===== config.mk =====
export PLATFORM = sky130hd
export DESIGN_NAME = srsw_ctrl
export DESIGN_NICKNAME = d
export VERILOG_FILES = /design/src/srsw_pkg.sv /design/src/srsw_ctrl.sv
export SDC_FILE = /design/constraint.sdc
export NUM_CORES = 1
export LEC_CHECK = 0
export CELL_PAD_IN_SITES_DETAIL_PLACEMENT = 2
export CELL_PAD_IN_SITES_GLOBAL_PLACEMENT = 2
export CORE_UTILIZATION = 28
export DETAILED_ROUTE_END_ITERATION = 16
export DONT_BUFFER_PORTS = 1
export PLACE_DENSITY_LB_ADDON = 0.3
export SYNTH_ARGS = -nofsm -noshare
export SYNTH_HDL_FRONTEND = slang
export SYNTH_SLANG_ARGS = --single-unit

===== constraint.sdc =====
create_clock -name clk -period 1.45 [get_ports clk]
set_input_delay 0.145 -clock clk [delete_from_list [all_inputs] [get_ports clk]]
set_output_delay 0.145 -clock clk [all_outputs]
set_load 0.02 [all_outputs]

===== src/srsw_pkg.sv =====
// ----------------------------------------------------------------------------
// srsw_pkg - shared types and constants of the selective-repeat sender window
// Opcodes, register indexes, field widths and the controller/datapath buses.
// ----------------------------------------------------------------------------
package srsw_pkg;

	// field widths
	localparam int OP_W     = 2;
	localparam int CHUNK_W  = 12;
	localparam int CNT_W    = 13;
	localparam int AGE_W    = 16;
	localparam int CFG_W    = 16;
	localparam int CFG_IDX_W = 1;

	// acknowledge bitmap is kept in words of this many chunks
	localparam int WORD_W = 32;
	localparam int BIT_W  = 5;

	// parameter defaults
	localparam int DEF_MAX_CHUNKS   = 4096;
	localparam int DEF_WINDOW_SLOTS = 8;

	localparam logic [AGE_W-1:0] TIMEOUT_RST = 16'd100;
	localparam logic [AGE_W-1:0] AGE_MAX     = 16'hFFFF;

	// item opcodes
	localparam logic [OP_W-1:0] OP_TICK  = 2'd0;
	localparam logic [OP_W-1:0] OP_ACK   = 2'd1;
	localparam logic [OP_W-1:0] OP_START = 2'd2;

	// configuration register indexes
	localparam logic [CFG_IDX_W-1:0] REG_CHUNK_COUNT   = 1'd0;
	localparam logic [CFG_IDX_W-1:0] REG_TIMEOUT_TICKS = 1'd1;

	// result kinds
	localparam logic KIND_SEND   = 1'b0;
	localparam logic KIND_STATUS = 1'b1;

	// controller to datapath commands
	typedef struct packed {
		logic load;        // latch the input beat
		logic clr_start;   // free all slots, restart the bitmap clear
		logic clr_step;    // zero one bitmap row
		logic tick;        // age busy slots, free timed-out ones
		logic ack_rd;      // read the acknowledged chunk's row
		logic ack_wr;      // set its bit, free its slot
		logic scan_init;   // start the refill scan at the lowest open row
		logic scan_rd;     // read the current scan row
		logic scan_ld;     // build the candidate mask of that row
		logic emit_send;   // fill the lowest free slot, send a chunk
		logic scan_next;   // advance to the next row
		logic emit_status; // closing status beat
	} cmd_t;

	// datapath to controller status
	typedef struct packed {
		logic [OP_W-1:0] op;
		logic ack_in_range;
		logic clr_last;
		logic row_in_range;
		logic cand_any;
		logic free_any;
		logic seen;
	} sts_t;

endpackage


===== src/srsw_ctrl.sv =====
// ----------------------------------------------------------------------------
// srsw_ctrl - sequencer of the selective-repeat sender window
// Walks each item through dispatch, bitmap update, refill scan and status.
// ----------------------------------------------------------------------------
module srsw_ctrl (
	input  logic             clk,
	input  logic             arst_n,
	input  logic             start,
	output logic             busy,
	input  srsw_pkg::sts_t   sts,
	output srsw_pkg::cmd_t   cmd
);
	localparam logic [3:0] S_IDLE      = 4'd0;
	localparam logic [3:0] S_DISP      = 4'd1;
	localparam logic [3:0] S_CLEAR     = 4'd2;
	localparam logic [3:0] S_ACK_RD    = 4'd3;
	localparam logic [3:0] S_ACK_WR    = 4'd4;
	localparam logic [3:0] S_SCAN_INIT = 4'd5;
	localparam logic [3:0] S_SCAN_RD   = 4'd6;
	localparam logic [3:0] S_SCAN_LD   = 4'd7;
	localparam logic [3:0] S_SCAN_EMIT = 4'd8;
	localparam logic [3:0] S_STATUS    = 4'd9;

	logic [3:0] state_q, state_d;
	logic       from_start_q, from_start_d;

	// state register; reset enters the bitmap clearing pass
	always_ff @(posedge clk or negedge arst_n) begin
		if (!arst_n) begin
			state_q      <= S_CLEAR;
			from_start_q <= 1'b0;
		end else begin
			state_q      <= state_d;
			from_start_q <= from_start_d;
		end
	end

	// next state and commands
	always_comb begin
		state_d      = state_q;
		from_start_d = from_start_q;
		cmd          = '0;
		unique case (state_q)
			S_IDLE: begin
				if (start) begin
					cmd.load = 1'b1;
					state_d  = S_DISP;
				end
			end
			S_DISP: begin
				unique case (sts.op)
					srsw_pkg::OP_START: begin
						cmd.clr_start = 1'b1;
						from_start_d  = 1'b1;
						state_d       = S_CLEAR;
					end
					srsw_pkg::OP_ACK: begin
						state_d = sts.ack_in_range ? S_ACK_RD : S_SCAN_INIT;
					end
					srsw_pkg::OP_TICK: begin
						cmd.tick = 1'b1;
						state_d  = S_SCAN_INIT;
					end
					default: begin
						state_d = S_SCAN_INIT;
					end
				endcase
			end
			S_CLEAR: begin
				cmd.clr_step = 1'b1;
				if (sts.clr_last) begin
					state_d      = from_start_q ? S_SCAN_INIT : S_IDLE;
					from_start_d = 1'b0;
				end
			end
			S_ACK_RD: begin
				cmd.ack_rd = 1'b1;
				state_d    = S_ACK_WR;
			end
			S_ACK_WR: begin
				cmd.ack_wr = 1'b1;
				state_d    = S_SCAN_INIT;
			end
			S_SCAN_INIT: begin
				cmd.scan_init = 1'b1;
				state_d       = S_SCAN_RD;
			end
			S_SCAN_RD: begin
				if (sts.row_in_range) begin
					cmd.scan_rd = 1'b1;
					state_d     = S_SCAN_LD;
				end else begin
					state_d = S_STATUS;
				end
			end
			S_SCAN_LD: begin
				cmd.scan_ld = 1'b1;
				state_d     = S_SCAN_EMIT;
			end
			S_SCAN_EMIT: begin
				// one send per cycle; stop once slots are full and an open chunk is known
				if (sts.cand_any && sts.free_any) begin
					cmd.emit_send = 1'b1;
				end else if (!sts.free_any && sts.seen) begin
					state_d = S_STATUS;
				end else begin
					cmd.scan_next = 1'b1;
					state_d       = S_SCAN_RD;
				end
			end
			S_STATUS: begin
				cmd.emit_status = 1'b1;
				state_d         = S_IDLE;
			end
			default: begin
				state_d = S_IDLE;
			end
		endcase
	end

	assign busy = (state_q != S_IDLE);

endmodule


==> reports/results.tsv, run 1 <==
metric	value	unit
outcome	stopped before the end	
haltStage	global routing	
tool.error	[ERROR DPL-0033] detailed placement checks failed during check placement.	
grt_max_degree	14	
place_hpwl	1230	um
ys_warn_count	0	
clk_path_buf_depth	2	
synth_nets	81	
avgSynthCellArea	7.96	um^2
antenna_found_initial	0	
synth.largest_area_cell	dfrtp_1	
die_w	45.6	um
post-place-ws	-0.0242	ns
ys_top_cells_by_area	dfrtp_1 19%, ha_1 7.0%, nor4b_2 5.6%	
clkSinkCount	5	
h-tree-depth	1	
grt-worst-endpoint	cmd[11]	
async_flop_share	100	%
synth_top_area_share	18.8	%
die_h	45.6	um
portBuffers	0	
synth_area	533	um^2
ys_seq_area_share	23.7	%
synth_cells	67	
worst-ep-kind	primary output	
io_pins	24	
synth-edff-count	0	
cts_made_buffers	3	
gp_congestion	0.704	
start_util	30.2	%
synth-seq-cells	5	
ys_types	30	
rows	15	
cts_root_buf	clkbuf_4	
synth-main-ff-cell	dfrtp_1	
==> what timing repair did <==
action | 4_1_cts
setup endpoints to repair | 13
endpoints found under the hold margin | 5
hold buffers | 1
buffers inserted | 11
pin swaps | 6
resized for setup | 27
gates cloned | 0
==> metrics by stage <==
step	cell area [um^2]	std cells	setup TNS (ns)
floorplan	544	67	-0.152
global placement	686	106	0
detailed placement	686	106	-0.0384
CTS	920	122	-1.12
==> synthesized netlist by cell type (2+ instances only) <==
library cell,n
or4_1,2
buf_2,2
ha_1,3
nor3_1,3
mux2i_1,2
nor4b_2,2
a21o_1,2
nand2_1,7
buf_4,2
and2_1,3
nand3_1,3
nand2b_1,4
inv_1,6
dfrtp_1,4
nor2_1,7
==> cells by family after synthesis <==
kind of cell    share of synthesized area [%]
simple gates                             36.4
compound gates                           20.2
buf+inv                                  8.92
flops                                    23.7
fa+ha+maj                                7.04
mux                                      3.76
==> run 2, diff against run 1 <==
- CELL_PAD_IN_SITES_DETAIL_PLACEMENT: 2 -> unset
- CELL_PAD_IN_SITES_GLOBAL_PLACEMENT: 2 -> unset
- CORE_AREA: unset -> 2 2 63 65
- CORE_UTILIZATION: 28 -> unset
- DIE_AREA: unset -> 0 0 65 67
- PLACE_DENSITY_LB_ADDON: 0.3 -> 0.15
- clock period: 1.45 -> 1.9 ns (I/O delays scaled with it)
==> reports/results.tsv, run 2 <==
metric	value	unit	change
totalWireLength	1450	um	
ys_warn_count	0		unchanged
drcViolationCount	0		
cpPeakStageDelay	0.57	ns	
place_hpwl	1190	um	-3.6%
use_met1	8.50	%	
final_nets	90		
critPathRequiredTime	1.71	ns	
largest_register_ffs	4		
first_global_vias	493		
rows	22		+7
synth_top_area_share	18.8	%	unchanged
gp_congestion	0.646		-8.3%
wl_per_cell	11.8	um	
finalSetupViolCount	0		
io_pins	24		unchanged
maxCapViolCount	0		
tritoncts	built		
post-place-ws	0.242	ns	+0.266 ns
worst-path-max-fanout	11		
die_w	65	um	+42%
outcome	finished, final reports clean		
ys_types	30		unchanged
rsz0062_at_grt	no		
fmax	582	MHz	
final.setup_skew	0.000310	ns	
drive_gt1_share	18.7	%	
dieArea	4360	um^2	
slew_headroom	69.9	%	
p_int	539	uW	
start_util	14.8	%	-15 points
fin_crit	1.72	ns	
synth-seq-cells	5		unchanged
fin_ws	0.181	ns	
cp_top_family	simple AND/OR/NAND/NOR gates		
avgSynthCellArea	7.96	um^2	unchanged
cp.arrival	1.53	ns	
grt_overflow	0		
finalHoldViolations	0		
fin_crit_sh	90.5	%	
hp-class	in -> reg		
use_met3	3.04	%	
ys_top_cells_by_area	dfrtp_1 19%, ha_1 7.0%, nor4b_2 5.6%		
cts_root_buf	clkbuf_8		
synth-main-ff-cell	dfrtp_1		
ir_worst_vdd	0.000204	V	
synth.largest_area_cell	dfrtp_1		
ys_seq_area_share	23.7	%	unchanged
h-tree-depth	1		unchanged
track_usage	7.10	%	
synth_area	533	um^2	unchanged
grt_pass1_wl	2270	um	
area_growth	26.8	%	
pwr-share-seq	29.1	%	
drt_iter0_drc	17		
antenna_found_initial	0		
layout_common_cells	7 x nor2_1, 7 x nand2_1, 7 x buf_4, 6 x inv_1		
clock_power_share	19.4	%	
critical_path_class	reg -> out		
final_core_util	18.7	%	
first_pass_iters	2		
clk_path_buf_depth	2		unchanged
crit_buf_inv	1		
clk_pin_slew_worst_paths	0.03	ns	
globalRouteMet2Util	10.2	%	
fin_setup_tns	0	ns	
design_area	676	um^2	
via_per_inst	4.08		
ant_nets	0		
cts.repair.resized	0		-100%
clkSinkCount	5		unchanged
drv_slew	0		
grt_max_degree	15		
pwr_density_cell	1460	nW/um^2	
combPwrFrac	51.5	%	
async_flop_share	100	%	unchanged
die_h	67	um	+47%
swShare	45.4	%	
placed_area	621	um^2	-9.5%
hp-start	sts[4]		
crit_path_start	state_q[0]		
synth_cells	67		unchanged
dp_cells	118		+11%
slowest_stage	or4_1		
synth-edff-count	0		unchanged
power_leakage	0.000287	uW	
core_area	3610	um^2	
synth_nets	81		unchanged
reg.largest.list	state_q x4, from_start_q x1		
ys_top_cells_by_count	7 x nand2_1, 7 x nor2_1, 6 x inv_1		
vias	502		
path_cells	or4_1, nor2_1, buf_4		
cts_made_buffers	3		unchanged
antenna-diode-count	0		
r2r_start	state_q[2]		
final_cell_count_no_fill	123		
endpoint_kind	primary output		
top_register	state_q		
clk_latency	0.22	ns	
switching_power	449	uW	
tightest_slew	0.452	ns	
portBuffers	0		unchanged
nFillCells	414		
cp-start-kind	flop		
busiest_layer	met2		
run 2: cell counts after synthesis:
Identical to the previous run, type by type.
run 2: final cells by class:
class                           instances  area (um^2)  area share [%]
Clock buffer                            4         45.0            6.67
Timing Repair Buffer                    8         62.6            9.26
Inverter                                6         22.5            3.33
Tap cell                               48         60.1            8.89
Multi-Input combinational cell         52          359            53.1
Sequential cell                         5          126            18.7
run 2: final timing paths:
| kind | end | slack, ns | cells after the start |
|---|---|---|---|
| max | cmd[11] | 0.18 | 3 |
| max in group asynchronous | state_q[1] | 1.37 | 1 |
| min reg2reg | from_start_q | 0.53 | 1 |
| min | state_q[1] | 0.12 | 3 |
| min in group asynchronous | state_q[3] | 0.27 | 1 |
| max reg2reg | state_q[0] | 0.26 | 4 |
run 2: worst reg2reg max path, stage by stage (launching register included):
cell	delay, ns
dfrtp_1	0.53
or4_1	0.52
mux2i_1	0.24
a21oi_1	0.08
and2_1	0.15
run 2: repair_timing:
item | 4_1_cts | 5_1_grt
hold endpoints to repair | 5 | 0
endpoints found under the setup margin | 0 | 0
setup buffers | 0 | 0
hold buffers | 1 | 0
run 2: power by group through the flow:
stage | Sequential (uW) | Combinational (uW) | Clock, uW
2_1_floorplan | 203 | 468 | 0
3_3_place_gp | 291 | 516 | 0
3_5_place_dp | 289 | 512 | 0
4_1_cts | 287 | 518 | 202
5_1_grt | 306 | 564 | 205
6_report | 287 | 509 | 192
run 2: cells by family (layout without fill, tap and decap cells):
group,Yosys count,count (layout),share of synthesized area (%)
compound gates,13,13,20.2
fa+ha+maj,3,3,7.04
buf+inv,10,18,8.92
flops,5,5,23.7
mux,2,2,3.76
simple gates,34,34,36.4
run 2: layer usage:
metal  up-vias  share of wire (%)
met2        18                 42
met3         2                 10
met5         -                  0
met4         0               0.97
li1        252                  -
met1       230                 46
run 2: per-stage QoR:
step	hold slack, ns	total power, uW
finish	0.118	988
CTS	0.114	1010
global placement	-0.105	807
global route	0.134	1080
detailed placement	-0.105	801
floorplan	-0.106	671
No activity file was read; power rests on OpenSTA's default activity.
==> run 3, diff against run 2 <==
- PLACE_DENSITY: unset -> 0.36
- PLACE_DENSITY_LB_ADDON: 0.15 -> unset
==> reports/results.tsv, run 3 (synthesis gave the netlist of run 2 again) <==
metric	value	unit	change
start_util	14.8	%	unchanged
fin_ws	0.143	ns	-0.0381 ns
cts_setup_buffers	0		unchanged
fin_setup_tns	0	ns	unchanged
grt_max_degree	15		unchanged
final.setup_skew	0.00227	ns	+0.00196 ns
clk_path_buf_depth	2		unchanged
reg.largest.list	state_q x4, from_start_q x1		
worst-path-max-fanout	10		-1
clk_latency	0.22	ns	about the same
antenna_found_initial	0		unchanged
ir_worst_vdd	0.000328	V	+61%
cts_made_buffers	3		unchanged
die_w	65	um	unchanged
reg2reg_setup_slack	0.26	ns	about the same
cp.arrival	1.57	ns	+0.04 ns
ant_nets	0		unchanged
finalSetupViolCount	0		unchanged
endpoint_kind	primary output		
critical_path_class	reg -> out		
reg2reg_depth	4		unchanged
die_h	67	um	unchanged
tritoncts	built		
drv_slew	0		unchanged
outcome	finished, final reports clean		
fin_total_pwr	997	uW	+0.94%
via_per_inst	4.02		-1.4%
hold_ws	0.125	ns	+0.00700 ns
hp-start	sts[4]		
r2r_start	state_q[2]		
pwr_density_cell	1480	nW/um^2	+0.94%
hold_depth	3		unchanged
largest_register_ffs	4		unchanged
critPathRequiredTime	1.71	ns	about the same
io_pins	24		unchanged
clkSinkCount	5		unchanged
totalWireLength	1510	um	+4.2%
min_to	state_q[1]		
fmax	569	MHz	-2.2%
tightest_slew	0.454	ns	+0.00247 ns
antenna-diode-count	0		unchanged
h-tree-depth	1		unchanged
clk_pin_slew_worst_paths	0.03	ns	about the same
drcViolationCount	0		unchanged
finalHoldViolations	0		unchanged
top_register	state_q		
core_area	3610	um^2	unchanged
layout_common_cells	7 x nor2_1, 7 x nand2_1, 7 x buf_4, 6 x inv_1		
maxCapViolCount	0		unchanged
rows	22		unchanged
fin_crit_sh	92.5	%	+2.0 points
hp-class	in -> reg		
drt_iter0_drc	33		+16
dieArea	4360	um^2	unchanged
first_global_vias	520		+5.5%
place_hpwl	1220	um	+2.3%
track_usage	7.20	%	+0.11 points
drive_gt1_share	18.7	%	unchanged
fin_crit	1.76	ns	+0.0381 ns
cts_root_buf	clkbuf_8		
r2r_end	state_q[2]		
grt_pass1_wl	2350	um	+3.3%
post-place-ws	0.276	ns	+0.0338 ns
power_leakage	0.000287	uW	unchanged
area_growth	26.8	%	unchanged
portBuffers	0		unchanged
slew_headroom	69.7	%	-0.16 points
rsz0062_at_grt	no		
final_nets	90		unchanged
gp_congestion	0.653		+1.2%
first_pass_iters	4		+2
grt_overflow	0		unchanged
vias	495		-1.4%
cp-start-kind	flop		
wl_per_cell	12.3	um	+4.2%
[run 3: routing by layer]
layer | track usage (%) | wire [um] | share of wire, %
met5 | 0 | 0 | 0
met4 | 4.52 | 10 | 0.66
met3 | 3.21 | 133 | 8.8
met2 | 11.6 | 719 | 48
met1 | 7.69 | 646 | 43
[run 3: worst max path at each step]
stage          startpoint         end  slack (ns)  cells after the start
2_1_floorplan  state_q[0]     cmd[11]        0.13                      3
3_3_place_gp   state_q[2]  state_q[2]        0.25                      4
3_5_place_dp   state_q[2]  state_q[2]        0.28                      4
4_1_cts        state_q[0]      cmd[2]        0.13                      4
5_1_grt        state_q[0]     cmd[10]        0.03                      3
6_report       state_q[0]      cmd[2]        0.14                      4
[run 3: power by group]
part           leakage, uW  internal (uW)  switching, uW  total, uW
logic             0.000206            237            284        521
clock network    0.0000228            144           48.5        192
registers        0.0000587            160            125        284
total             0.000287            540            457        997
[run 3: layout make-up]
type	instances	area [um^2]
fillers	400	2930
multi-input cells	52	359
flip-flops and latches	5	126
repair buffers	8	62.6
well taps	48	60.1
clock buffers	4	45.0
inverters	6	22.5
[run 3: what timing repair did]
action	CTS	global route
setup endpoints to repair	0	0
hold buffers	1	0
endpoints found under the hold margin	5	0
resized for setup	0	0
[run 3: worst max-delay path, stage by stage (launching register included)]
cell     delay, ns
dfrtp_1       0.47
buf_4         0.21
nor2_1        0.13
nand3_1       0.16
nor2_1        0.38
[run 3: through the flow]
step | std cells | utilization (%) | area (um^2)
4_1_cts | 123 | 18.7 | 676
3_3_place_gp | 118 | 17.2 | 621
5_1_grt | 123 | 18.7 | 676
2_1_floorplan | 67 | - | 533
6_report | 123 | 18.7 | 676
3_5_place_dp | 118 | 17.2 | 621
